===== src/rtl/core/aosf_pkg.sv =====
// aosf_pkg: shared types and widths for the audio output shaping filter
// used by aosf_mul, aosf_div and the top level; no dependencies
`default_nettype none

package aosf_pkg;

  // shared multiplier: wide signed operand times narrow unsigned operand
  localparam int MUL_A_W   = 50;
  localparam int MUL_B_W   = 18;
  localparam int MUL_P_W   = 64;
  localparam int MUL_SPLIT = 25;

  // bit-serial divider
  localparam int DIV_N_W = 29;
  localparam int DIV_D_W = 18;

  typedef struct packed {
    logic               start;
    logic [MUL_A_W-1:0] a;
    logic [MUL_B_W-1:0] b;
  } mul_req_t;

  typedef struct packed {
    logic               done;
    logic [MUL_P_W-1:0] prod;
  } mul_rsp_t;

  typedef struct packed {
    logic               start;
    logic [DIV_N_W-1:0] dividend;
    logic [DIV_D_W-1:0] divisor;
  } div_req_t;

  typedef struct packed {
    logic               done;
    logic [DIV_N_W-1:0] quotient;
  } div_rsp_t;

endpackage

`default_nettype wire


===== src/rtl/core/aosf_mul.sv =====
// aosf_mul: shared multi-cycle multiplier, two partial products per operation
// depends on aosf_pkg
`default_nettype none

module aosf_mul import aosf_pkg::*; (
  input  logic     clk,
  input  logic     rst,
  input  mul_req_t req,
  output mul_rsp_t rsp
);

  localparam int HI_W = MUL_A_W - MUL_SPLIT;
  localparam int OP_W = MUL_SPLIT + 1;
  localparam int PP_W = OP_W + MUL_B_W + 1;

  typedef enum logic [1:0] {M_IDLE, M_LO, M_HI, M_ACC} phase_t;

  phase_t             phase;
  logic [MUL_A_W-1:0] a_r;
  logic [MUL_B_W-1:0] b_r;
  logic [PP_W-1:0]    pp;
  logic [MUL_P_W-1:0] prod;
  logic               done;

  logic signed [OP_W-1:0] op_a;
  logic signed [PP_W-1:0] pp_next;
  logic [MUL_P_W-1:0]     pp_ext;

  // low half zero extended, high half carries the sign
  always_comb begin
    if (phase == M_LO) begin
      op_a = $signed({1'b0, a_r[MUL_SPLIT-1:0]});
    end else begin
      op_a = $signed({{(OP_W-HI_W){a_r[MUL_A_W-1]}}, a_r[MUL_A_W-1:MUL_SPLIT]});
    end
  end

  assign pp_next = op_a * $signed({1'b0, b_r});
  assign pp_ext  = {{(MUL_P_W-PP_W){pp[PP_W-1]}}, pp};

  always_ff @(posedge clk) begin
    if (rst) begin
      phase <= M_IDLE;
      done  <= 1'b0;
    end else begin
      done <= !req.start && (phase == M_ACC);
      if (req.start) begin
        a_r   <= req.a;
        b_r   <= req.b;
        phase <= M_LO;
      end else begin
        unique case (phase)
          M_IDLE: begin
          end
          M_LO: begin
            pp    <= pp_next;
            phase <= M_HI;
          end
          M_HI: begin
            prod  <= pp_ext;
            pp    <= pp_next;
            phase <= M_ACC;
          end
          M_ACC: begin
            prod  <= prod + (pp_ext << MUL_SPLIT);
            phase <= M_IDLE;
          end
          default: phase <= M_IDLE;
        endcase
      end
    end
  end

  assign rsp.done = done;
  assign rsp.prod = prod;

endmodule

`default_nettype wire


===== src/rtl/core/aosf_div.sv =====
// aosf_div: restoring divider, one quotient bit per cycle
// depends on aosf_pkg
`default_nettype none

module aosf_div import aosf_pkg::*; (
  input  logic     clk,
  input  logic     rst,
  input  div_req_t req,
  output div_rsp_t rsp
);

  localparam int CNT_W = $clog2(DIV_N_W + 1);

  logic [DIV_D_W-1:0] rem;
  logic [DIV_N_W-1:0] quo;
  logic [DIV_D_W-1:0] d_r;
  logic [CNT_W-1:0]   cnt;
  logic               done;

  logic [DIV_D_W:0]   shifted;
  logic [DIV_D_W+1:0] diff;
  logic               take;

  assign shifted = {rem, quo[DIV_N_W-1]};
  assign diff    = {1'b0, shifted} - {2'b00, d_r};
  assign take    = ~diff[DIV_D_W+1];

  always_ff @(posedge clk) begin
    if (rst) begin
      cnt  <= '0;
      done <= 1'b0;
    end else begin
      done <= !req.start && (cnt == CNT_W'(1));
      if (req.start) begin
        quo <= req.dividend;
        rem <= '0;
        d_r <= req.divisor;
        cnt <= CNT_W'(DIV_N_W);
      end else if (cnt != '0) begin
        rem <= take ? diff[DIV_D_W-1:0] : shifted[DIV_D_W-1:0];
        quo <= {quo[DIV_N_W-2:0], take};
        cnt <= cnt - 1'b1;
      end
    end
  end

  assign rsp.done     = done;
  assign rsp.quotient = quo;

endmodule

`default_nettype wire


===== src/rtl/core/audio_output_shaping_filter.sv =====
// audio_output_shaping_filter: volume gain, two-accumulator dc-block / tone filter
// and optional one-pole low-pass; uses aosf_pkg, aosf_mul and aosf_div
`default_nettype none

// Each item is one signed 24-bit sample. It is scaled by the volume gain, run
// through a slow accumulator (follows the input, pole_one) and a shaping
// accumulator (follows the remainder, pole_two), both Q16 with round to
// nearest, and the output (slow - scaled input + shape) is rounded and
// saturated to 16 bits. With lowpass_enable set, a Q16 one-pole low-pass
// whose coefficient tracks the sample rate follows. The block works on one item
// at a time, paced by the single shared multiplier: each product is two 26x19
// partial products, then an accumulate, and an item needs three products (four
// with the low-pass) in sequence. The result sits in an output register, so
// the next item can be accepted while it waits. After any register write the
// block recomputes its coefficients in three divisions on a bit-serial
// divider; sample_ready stays low meanwhile. The volume gain comes from a
// constant reciprocal and needs no division. Registers sit at byte addresses
// 0 (sample_rate), 4 (volume_percent), 8 (quality_mode) and 12
// (lowpass_enable); a rate of 0 acts as 48000 Hz.
module audio_output_shaping_filter import aosf_pkg::*; (
  input  logic               clk,
  input  logic               rst,
  // configuration port
  input  logic               psel,
  input  logic               penable,
  input  logic               pwrite,
  input  logic [3:0]         paddr,
  input  logic [31:0]        pwdata,
  output logic [31:0]        prdata,
  output logic               pready,
  // sample items in
  input  logic               sample_valid,
  output logic               sample_ready,
  input  logic signed [23:0] sample,
  input  logic               block_end,
  // filtered items out
  output logic               result_valid,
  input  logic               result_ready,
  output logic signed [15:0] filtered,
  output logic               block_end_out
);

  // register map, by word address
  typedef enum logic [1:0] {
    REG_RATE,
    REG_VOLUME,
    REG_QUALITY,
    REG_LOWPASS
  } reg_index_t;

  // coefficient derivation order
  typedef enum logic [1:0] {
    DS_POLE_ONE,
    DS_POLE_TWO,
    DS_LOWPASS
  } derive_step_t;

  typedef enum logic [3:0] {
    S_IDLE,   // wait for an item, gain product started on acceptance
    S_INO,    // scaled input ready, start slow product
    S_SLOW,   // update slow accumulator
    S_SHS,    // start shaping product
    S_SHAPE,  // update shaping accumulator
    S_SUM,    // slow - input + shape
    S_SAT,    // round and saturate
    S_LPS,    // start low-pass product
    S_LP,     // update low-pass accumulator
    S_LPY,    // low-pass output saturate
    S_FIN,    // hand result to the output register
    S_DV,     // start one coefficient division
    S_DW      // store coefficient
  } state_t;

  localparam logic [17:0]        RATE_DEFAULT  = 18'd48000;
  localparam logic [7:0]         VOL_DEFAULT   = 8'd100;
  localparam logic [DIV_N_W-1:0] POLE_ONE_NUM  = DIV_N_W'(94 * 65536);
  localparam logic [DIV_N_W-1:0] POLE_TWO_NUM  = DIV_N_W'(24 * 65536);
  localparam logic [DIV_N_W-1:0] LP_NUM        = DIV_N_W'(8192 * 48000);
  localparam logic [DIV_N_W-1:0] POLE_ONE_MAX  = DIV_N_W'(16383);
  localparam logic [DIV_N_W-1:0] POLE_TWO_MAX  = DIV_N_W'(4095);
  localparam logic [DIV_N_W-1:0] LP_COEFF_MAX  = DIV_N_W'(65536);
  // volume * 65536 * 3 / 400 = volume * 12288 / 25 = volume * 491 + volume * 13 / 25
  localparam logic [16:0]        GAIN_WHOLE    = 17'd491;
  localparam logic [11:0]        GAIN_REM      = 12'd13;
  // ceil(2^15 / 25), exact for numerators below 4681
  localparam logic [22:0]        RECIP_25      = 23'd1311;
  localparam logic [13:0]        POLE_ONE_RST  = 14'd128;
  localparam logic [11:0]        POLE_TWO_RST  = 12'd32;
  localparam logic [17:0]        GAIN_RST      = 18'd98304;
  localparam logic [16:0]        LP_COEFF_RST  = 17'd8192;
  localparam logic [16:0]        LP_COEFF_MAXC = 17'd65536;
  localparam logic [16:0]        LP_COEFF_MIN  = 17'd1;
  localparam logic [15:0]        SAT_POS       = 16'h7fff;
  localparam logic [15:0]        SAT_NEG       = 16'h8000;

  // configuration registers
  logic [17:0] sample_rate;
  logic [7:0]  volume_percent;
  logic [1:0]  quality_mode;
  logic        lowpass_enable;

  // derived coefficients
  logic [13:0] pole_one;
  logic [11:0] pole_two;
  logic [17:0] gain;
  logic [16:0] lowpass_coeff;

  // filter state and working registers
  state_t       state;
  derive_step_t dsel;
  logic [47:0]  slow_acc;
  logic [47:0]  shape_acc;
  logic [33:0]  lp_acc;
  logic [41:0]  ino;
  logic [49:0]  sum_r;
  logic [15:0]  y_val;
  logic         be_r;

  mul_req_t mul_req;
  mul_rsp_t mul_rsp;
  div_req_t div_req;
  div_rsp_t div_rsp;

  logic        cfg_wr;
  reg_index_t  reg_idx;
  logic        sample_accept;
  logic [17:0] rate_eff;
  logic [11:0] gain_rem_n;
  logic [22:0] gain_rem_p;
  logic [16:0] gain_base;
  logic [49:0] ino_ext;
  logic [49:0] slow_ext;
  logic [49:0] shape_ext;
  logic [49:0] prod_ino_ext;
  logic [DIV_N_W-1:0] quo;

  // Q16 value with 16 fraction bits taken off, saturated to 16 bits
  function automatic logic [15:0] sat16(input logic [33:0] v);
    logic [15:0] r;
    if ($signed(v) > $signed(34'sd32767)) begin
      r = SAT_POS;
    end else if ($signed(v) < -$signed(34'sd32768)) begin
      r = SAT_NEG;
    end else begin
      r = v[15:0];
    end
    return r;
  endfunction

  assign pready        = 1'b1;
  assign cfg_wr        = psel & penable & pwrite;
  assign reg_idx       = reg_index_t'(paddr[3:2]);
  assign sample_ready  = (state == S_IDLE) && !cfg_wr;
  assign sample_accept = sample_valid && sample_ready;

  assign rate_eff     = (sample_rate == '0) ? RATE_DEFAULT : sample_rate;
  // volume * 65536 * 3 / 400, the remainder part divided by a reciprocal
  assign gain_rem_n   = 12'(volume_percent) * GAIN_REM;
  assign gain_rem_p   = 23'(gain_rem_n) * RECIP_25;
  assign gain_base    = 17'(volume_percent) * GAIN_WHOLE + 17'(gain_rem_p[22:15]);
  assign ino_ext      = {{8{ino[41]}}, ino};
  assign slow_ext     = {{2{slow_acc[47]}}, slow_acc};
  assign shape_ext    = {{2{shape_acc[47]}}, shape_acc};
  assign prod_ino_ext = {{8{mul_rsp.prod[41]}}, mul_rsp.prod[41:0]};
  assign quo          = div_rsp.quotient;

  // register writes and readback
  always_ff @(posedge clk) begin
    if (rst) begin
      sample_rate    <= RATE_DEFAULT;
      volume_percent <= VOL_DEFAULT;
      quality_mode   <= '0;
      lowpass_enable <= 1'b0;
    end else if (cfg_wr) begin
      unique case (reg_idx)
        REG_RATE:    sample_rate    <= pwdata[17:0];
        REG_VOLUME:  volume_percent <= pwdata[7:0];
        REG_QUALITY: quality_mode   <= pwdata[1:0];
        REG_LOWPASS: lowpass_enable <= pwdata[0];
        default: begin
        end
      endcase
    end
  end

  always_comb begin
    prdata = '0;
    unique case (reg_idx)
      REG_RATE:    prdata = 32'(sample_rate);
      REG_VOLUME:  prdata = 32'(volume_percent);
      REG_QUALITY: prdata = 32'(quality_mode);
      REG_LOWPASS: prdata = 32'(lowpass_enable);
      default:     prdata = '0;
    endcase
  end

  // operand select for the shared multiplier
  always_comb begin
    mul_req.start = 1'b0;
    mul_req.a     = '0;
    mul_req.b     = '0;
    unique case (state)
      S_IDLE: begin
        mul_req.start = sample_accept;
        mul_req.a     = {{26{sample[23]}}, sample};
        mul_req.b     = gain;
      end
      S_INO: begin
        mul_req.start = mul_rsp.done;
        mul_req.a     = prod_ino_ext - slow_ext;
        mul_req.b     = 18'(pole_one);
      end
      S_SHS: begin
        mul_req.start = 1'b1;
        mul_req.a     = ino_ext - slow_ext - shape_ext;
        mul_req.b     = 18'(pole_two);
      end
      S_LPS: begin
        mul_req.start = 1'b1;
        mul_req.a     = {{18{y_val[15]}}, y_val, 16'h0000} - {{16{lp_acc[33]}}, lp_acc};
        mul_req.b     = 18'(lowpass_coeff);
      end
      default: begin
      end
    endcase
  end

  // operand select for the divider
  always_comb begin
    div_req.start    = (state == S_DV);
    div_req.dividend = POLE_ONE_NUM;
    div_req.divisor  = rate_eff;
    unique case (dsel)
      DS_POLE_ONE: div_req.dividend = POLE_ONE_NUM;
      DS_POLE_TWO: div_req.dividend = POLE_TWO_NUM;
      DS_LOWPASS:  div_req.dividend = LP_NUM + DIV_N_W'(rate_eff >> 1);
      default:     div_req.dividend = POLE_ONE_NUM;
    endcase
  end

  aosf_mul u_mul (
    .clk (clk),
    .rst (rst),
    .req (mul_req),
    .rsp (mul_rsp)
  );

  aosf_div u_div (
    .clk (clk),
    .rst (rst),
    .req (div_req),
    .rsp (div_rsp)
  );

  // sequencer, datapath registers and output register
  always_ff @(posedge clk) begin
    if (rst) begin
      state         <= S_IDLE;
      dsel          <= DS_POLE_ONE;
      slow_acc      <= '0;
      shape_acc     <= '0;
      lp_acc        <= '0;
      pole_one      <= POLE_ONE_RST;
      pole_two      <= POLE_TWO_RST;
      gain          <= GAIN_RST;
      lowpass_coeff <= LP_COEFF_RST;
      result_valid  <= 1'b0;
    end else begin
      // S_FIN reloads the output register itself
      if (result_ready && (state != S_FIN || cfg_wr)) begin
        result_valid <= 1'b0;
      end
      if (cfg_wr) begin
        // any register write restarts coefficient derivation
        dsel  <= DS_POLE_ONE;
        state <= S_DV;
      end else begin
        unique case (state)
          S_IDLE: begin
            if (sample_accept) begin
              be_r  <= block_end;
              state <= S_INO;
            end
          end
          S_INO: begin
            if (mul_rsp.done) begin
              ino   <= mul_rsp.prod[41:0];
              state <= S_SLOW;
            end
          end
          S_SLOW: begin
            // rounding: add bit 15 as carry into the Q16 integer part
            if (mul_rsp.done) begin
              slow_acc <= slow_acc + mul_rsp.prod[63:16] + 48'(mul_rsp.prod[15]);
              state    <= S_SHS;
            end
          end
          S_SHS: begin
            state <= S_SHAPE;
          end
          S_SHAPE: begin
            if (mul_rsp.done) begin
              shape_acc <= shape_acc + mul_rsp.prod[63:16] + 48'(mul_rsp.prod[15]);
              state     <= S_SUM;
            end
          end
          S_SUM: begin
            sum_r <= slow_ext - ino_ext + shape_ext;
            state <= S_SAT;
          end
          S_SAT: begin
            y_val <= sat16(sum_r[49:16] + 34'(sum_r[15]));
            state <= lowpass_enable ? S_LPS : S_FIN;
          end
          S_LPS: begin
            state <= S_LP;
          end
          S_LP: begin
            if (mul_rsp.done) begin
              lp_acc <= lp_acc + mul_rsp.prod[49:16] + 34'(mul_rsp.prod[15]);
              state  <= S_LPY;
            end
          end
          S_LPY: begin
            y_val <= sat16({{16{lp_acc[33]}}, lp_acc[33:16]});
            state <= S_FIN;
          end
          S_FIN: begin
            if (!result_valid || result_ready) begin
              filtered      <= y_val;
              block_end_out <= be_r;
              result_valid  <= 1'b1;
              state         <= S_IDLE;
            end
          end
          S_DV: begin
            state <= S_DW;
          end
          S_DW: begin
            if (div_rsp.done) begin
              unique case (dsel)
                DS_POLE_ONE: begin
                  pole_one <= (quo > POLE_ONE_MAX) ? POLE_ONE_MAX[13:0] : quo[13:0];
                  dsel     <= DS_POLE_TWO;
                  state    <= S_DV;
                end
                DS_POLE_TWO: begin
                  pole_two <= (quo > POLE_TWO_MAX) ? POLE_TWO_MAX[11:0] : quo[11:0];
                  dsel     <= DS_LOWPASS;
                  state    <= S_DV;
                end
                DS_LOWPASS: begin
                  if (quo == '0) begin
                    lowpass_coeff <= LP_COEFF_MIN;
                  end else if (quo > LP_COEFF_MAX) begin
                    lowpass_coeff <= LP_COEFF_MAXC;
                  end else begin
                    lowpass_coeff <= quo[16:0];
                  end
                  // low quality doubles the gain, any other mode quarters it
                  gain  <= (quality_mode != '0) ? {3'b000, gain_base[16:2]}
                                                : {gain_base, 1'b0};
                  dsel  <= DS_POLE_ONE;
                  state <= S_IDLE;
                end
                default: begin
                  dsel  <= DS_POLE_ONE;
                  state <= S_IDLE;
                end
              endcase
            end
          end
          default: state <= S_IDLE;
        endcase
      end
    end
  end

`ifndef SYNTHESIS
  a_lp_coeff_range: assert property (@(posedge clk) disable iff (rst)
    (lowpass_coeff != '0) && (lowpass_coeff <= LP_COEFF_MAXC))
    else $error("low-pass coefficient out of range");

  a_one_item: assert property (@(posedge clk) disable iff (rst)
    sample_accept |=> !sample_ready)
    else $error("second item taken while one is in work");

  a_cfg_blocks_input: assert property (@(posedge clk) disable iff (rst)
    cfg_wr |=> !sample_ready)
    else $error("item taken before coefficients were rederived");

  a_mul_done_state: assert property (@(posedge clk) disable iff (rst)
    mul_rsp.done |-> (state == S_INO || state == S_SLOW || state == S_SHAPE ||
                      state == S_LP))
    else $error("product finished outside a waiting state");

  a_div_done_state: assert property (@(posedge clk) disable iff (rst)
    div_rsp.done |-> (state == S_DV || state == S_DW))
    else $error("quotient finished outside derivation");
`endif

endmodule

`default_nettype wire

===== config.mk =====
export PLATFORM = sky130hd
export DESIGN_NAME = audio_output_shaping_filter
export DESIGN_NICKNAME = d
export VERILOG_FILES = /design/src/rtl/core/aosf_pkg.sv /design/src/rtl/core/aosf_mul.sv /design/src/rtl/core/aosf_div.sv /design/src/rtl/core/audio_output_shaping_filter.sv
export SDC_FILE = /design/constraint.sdc
export NUM_CORES = 2
export LEC_CHECK = 0
export ABC_AREA = 0
export BUFFER_PORTS_ARGS = -buffer_cell sky130_fd_sc_hd__buf_2
export CORE_ASPECT_RATIO = 0.8
export CORE_MARGIN = 3
export CORE_UTILIZATION = 65
export CTS_BUF_LIST = sky130_fd_sc_hd__clkbuf_8
export CTS_CLUSTER_DIAMETER = 200
export CTS_CLUSTER_SIZE = 14
export DETAILED_ROUTE_END_ITERATION = 16
export PLACE_DENSITY_LB_ADDON = 0.1
export RECOVER_POWER = 50
export SKIP_CTS_REPAIR_TIMING = 1
export SYNTH_ARGS = -nofsm -noshare
export SYNTH_HDL_FRONTEND = slang
export SYNTH_SLANG_ARGS = --single-unit

===== constraint.sdc =====
create_clock -name clk -period 21.2 [get_ports clk]
set_input_delay 4.24 -clock clk [delete_from_list [all_inputs] [get_ports clk]]
set_output_delay 4.24 -clock clk [all_outputs]
set_load 0.02 [all_outputs]

==> results by stage <==
Placed design:
- The cell total after placement is 8244.
- The weighted congestion reported at the end of routability-driven placement is 1.01.
- Summing all placed instances gives a cell area of 0.0654 mm².
- After legalization and detailed placement, the total HPWL measured 148000 µm.
- Input and output buffers added on the ports amount to 88.
- The placement-stage worst setup slack is 8550 ps.

Timing:
- The total setup violations reported at the end of the flow is 0.
- The tightest slew margin relative to the limit is -101%.
- The slew of the pin with the lowest slew margin is 3010 ps.
- The worst setup margin is 8460 ps.
- The smallest clock period supported by the final layout is computed as 12740 ps.
- After layout, the worst path uses 60.1% of the clock period.
- Across the routed clock network, the largest skew measured is 52.7 ps.
- The number of max-slew violations in the final report was 446.
- Timing would allow up to 78.5 MHz.
- Setup repair after global routing left no endpoint under its margin.
- The final-report hold violation count was 0.
- Adding up every negative setup slack in the final design gives 0 ps.

Worst setup path:
- The maximum fanout count along the critical path is 12.
- The worst setup path is captured at a flip-flop.
- The cell with the most instances on the worst path is sky130_fd_sc_hd__fa_1.
- The worst setup path is launched from a flip-flop.
- The largest single stage delay on the critical path is 710 ps.
- The required time reported for the critical path endpoint is 21840 ps.
- The setup slack on the worst flop-to-flop path is 8460 ps.
- Among all stages on the critical path, the largest delay is contributed by sky130_fd_sc_hd__dfxtp_1.
- STA puts the critical path data arrival time at 13390 ps.
- By startpoint and endpoint, the worst setup path is classified as reg2reg.

Clock tree:
- The number of levels in the clock H-tree is 2.
- The TritonCTS clock tree is yes.
- The clock latency of the later-clocked register in the worst-skew pair is 750 ps.
- The clock slew at the register clock pins of the worst setup and hold paths is 110 ps.
- The cell at the root of the clock tree is sky130_fd_sc_hd__clkbuf_8.
- CTS saw 589 sinks.
- The number of clock buffers added by TritonCTS is 48.
- The number of buffers on the longest clock path is 3.

Floorplan:
- The floorplan step set the die width to 356 µm.
- The area of the core is 0.0970 mm².
- The full die area is 0.102 mm².
- The y dimension of the die is 286 µm.
- The number of core rows is 102.
- During I/O placement, the number of pins put on the boundary was 120.
- For this configuration, the core starts out at a cell density of 65.8%.

Synthesis:
- In this run, distinct cell masters in the synthesized netlist total 110.
- The cell count after synthesis came out at 7050.
- The sequential fraction of the synthesis area is 24.0%.
- After synthesis, the share of flip-flops with an asynchronous set or reset is 0%.
- The cell type with the largest total area after synthesis is sky130_fd_sc_hd__fa_1.
- The flop and latch count out of synthesis is 589.
- In the post-synthesis netlist, the biggest area contributors are sky130_fd_sc_hd__fa_1 19%, sky130_fd_sc_hd__edfxtp_1 17%, sky130_fd_sc_hd__ha_1 12%.
- The most used flip-flop cell after synthesis is sky130_fd_sc_hd__edfxtp_1.
- The number of enable-type register cells in the synthesized netlist is 353.
- The mapped netlist covers 0.0638 mm².
- After synthesis, the largest area contributor takes up 18.6% of total cell area.
- The number of warnings issued by yosys is 0.
- The average instance in the mapped netlist occupies 9.05 µm².

Finish:
- In the final layout, the share of cells above drive strength 1 is 4.59%.
- The final instance area is 0.0661 mm².
- From synthesis to final layout, the design area changed by 3.65%.
- The final non-filler cell total is 8340.
- For this run, the post-layout net count is 8280.

Global routing:
- The maximum number of pins on one net before global-route repair is 69.
- The number of global-route vias before repair is 50700.
- The global-route usage over all layers is 37.1%.
- The number of antenna violations at the first check in global routing is 9.
- After global routing the overflow that remains totals 0.
- The first global-routing pass estimated 293000 µm of wire.

Routing:
- The number of vias after detailed routing is 51900.
- The via density per instance is 6.22.
- The detail route stage leaves a number of antenna-violating nets equal to 0.
- The final layout contains routed wiring with a total length of 190000 µm.
- The total DRC errors in the routed layout is 0.
- After the first detailed-routing iteration, the DRC count stood at 5189.
- The first detailed-routing pass took 10 iterations.
- After detailed routing, the average wire length per cell comes to 22.7 µm.

Job:
- Across the run, the number of max-cap violations was 12.

Status:
- The checks that failed: max-capacitance violations, max-slew violations.
- The flow ran to the end, but the final reports show violations.

Hold path:
- In this run the worst hold path is classified as reg2reg.
-- cell usage after synthesis (54+ instances only) --
library cell	number
sky130_fd_sc_hd__a21o_1	222
sky130_fd_sc_hd__a21oi_1	461
sky130_fd_sc_hd__a31oi_1	60
sky130_fd_sc_hd__and2_1	237
sky130_fd_sc_hd__clkbuf_1	240
sky130_fd_sc_hd__dfxtp_1	236
sky130_fd_sc_hd__edfxtp_1	353
sky130_fd_sc_hd__fa_1	594
sky130_fd_sc_hd__ha_1	624
sky130_fd_sc_hd__inv_1	1023
sky130_fd_sc_hd__nand2_1	726
sky130_fd_sc_hd__nand3_1	123
sky130_fd_sc_hd__nand4_1	71
sky130_fd_sc_hd__nor2_1	357
sky130_fd_sc_hd__nor2b_1	88
sky130_fd_sc_hd__nor3_1	91
sky130_fd_sc_hd__o21a_1	54
sky130_fd_sc_hd__o21ai_0	262
sky130_fd_sc_hd__o21bai_1	60
sky130_fd_sc_hd__xnor2_1	250
sky130_fd_sc_hd__xor2_1	131
-- cell type report --
class                           instances  area [µm²]
Tap cell                             1300        1630
Timing Repair Buffer                  160         880
Multi-Input combinational cell       5172       43600
Antenna cell                            6        15.0
Fill cell                            7910       30900
Clock buffer                           50         688
Clock inverter                         40         168
Sequential cell                       589       15300
Inverter                             1023        3840
-- kinds of logic after synthesis --
group | after synthesis | share of synthesized area (%)
adders and majority gates | 1218 | 30.9
and+or+nand+nor | 1934 | 14.6
other | 2 | 0.0118
AOI/OAI and AO/OA | 1535 | 15.9
muxes | 89 | 1.50
buffers and inverters | 1302 | 7.85
DFF | 589 | 24.0
xor gates and xnor gates | 381 | 5.23
-- stage by stage --
step | hold slack (ps) | utilization, %
after detailed placement | 410 | 67.4
final | 435 | 68.2
after global routing | 456 | 68.2
after global placement | 401 | 67.4
after CTS | 438 | 68.3
after floorplan | 400 | -
-- layer usage --
| layer | up-vias | track usage, % | part of all wire, % |
|---|---|---|---|
| li1 | 23800 | - | - |
| met4 | 10 | 14.7 | 4.8 |
| met3 | 424 | 7.41 | 10 |
| met5 | - | 0 | 0.034 |
| met2 | 2446 | 57.1 | 43 |
| met1 | 25200 | 51.9 | 42 |
-- worst max-delay path: cells and delay by family, from the launching register on --
kind / cells / cell delay (ps)
AO/OA/AOI/OAI: 21 / 4270
XOR/XNOR: 2 / 400
adder cells (fa/ha/maj): 15 / 6200
buffers and inverters: 8 / 670
flip-flops: 1 / 710
AND/OR/NAND/NOR: 1 / 400
-- placed cells by master (no fill, tap or decap), types with 21 or more instances in the layout --
master	netlist	layout
sky130_fd_sc_hd__o221ai_1	26	26
sky130_fd_sc_hd__ha_1	624	624
sky130_fd_sc_hd__xor2_1	131	131
sky130_fd_sc_hd__clkbuf_1	240	35
sky130_fd_sc_hd__nor3_1	91	86
sky130_fd_sc_hd__o221a_2	23	23
sky130_fd_sc_hd__xnor2_1	250	250
sky130_fd_sc_hd__a211oi_1	46	46
sky130_fd_sc_hd__o21a_1	54	54
sky130_fd_sc_hd__nor4_1	25	25
sky130_fd_sc_hd__a22o_1	21	21
sky130_fd_sc_hd__edfxtp_1	353	353
sky130_fd_sc_hd__a31oi_1	60	59
sky130_fd_sc_hd__mux2_2	41	40
sky130_fd_sc_hd__o21ai_0	262	267
sky130_fd_sc_hd__and2_1	237	233
sky130_fd_sc_hd__clkbuf_8	1	50
sky130_fd_sc_hd__nor2b_1	88	88
sky130_fd_sc_hd__nand4_1	71	71
sky130_fd_sc_hd__o211ai_1	33	33
sky130_fd_sc_hd__nand2b_1	44	44
sky130_fd_sc_hd__nand2_1	726	726
sky130_fd_sc_hd__o31ai_1	32	32
sky130_fd_sc_hd__a222oi_1	26	26
sky130_fd_sc_hd__a21oi_1	461	460
sky130_fd_sc_hd__a21o_1	222	222
sky130_fd_sc_hd__nand3_1	123	123
sky130_fd_sc_hd__fa_1	594	594
sky130_fd_sc_hd__a22oi_1	25	25
sky130_fd_sc_hd__nor2_1	357	351
sky130_fd_sc_hd__or3_1	28	28
sky130_fd_sc_hd__buf_2	4	76
sky130_fd_sc_hd__mux2i_1	46	46
sky130_fd_sc_hd__inv_1	1023	1061
sky130_fd_sc_hd__and3_1	41	40
sky130_fd_sc_hd__dfxtp_1	236	236
sky130_fd_sc_hd__o21bai_1	60	60
sky130_fd_sc_hd__or2_2	27	27
sky130_fd_sc_hd__buf_4	15	49
-- flip-flops by register name, summed over array words and instances, names as in the netlist, 4 cells and up --
signal / flops
shape_acc: 48
state: 4
pole_one: 14
lowpass_coeff: 17
u_div.rem: 18
gain: 18
u_div.quo: 29
pole_two: 12
slow_acc: 48
ino: 42
u_mul.pp: 45
u_div.cnt: 5
u_mul.a_r: 50
u_mul.prod: 64
y_val: 16
sample_rate: 18
volume_percent: 8
u_div.d_r: 18
u_mul.b_r: 18
sum_r: 35
lp_acc: 34
filtered: 16
-- worst paths after layout --
check	end	cells after the start	from
hold reg to reg	block_end_out	0	be_r
setup / recovery	gain[11]	47	volume_percent[1]
setup reg to reg	gain[11]	47	volume_percent[1]
hold / removal	block_end_out	0	be_r
Power is not shown: default switching activity piles up to over one toggle a cycle in this logic, so the estimate is an artifact.
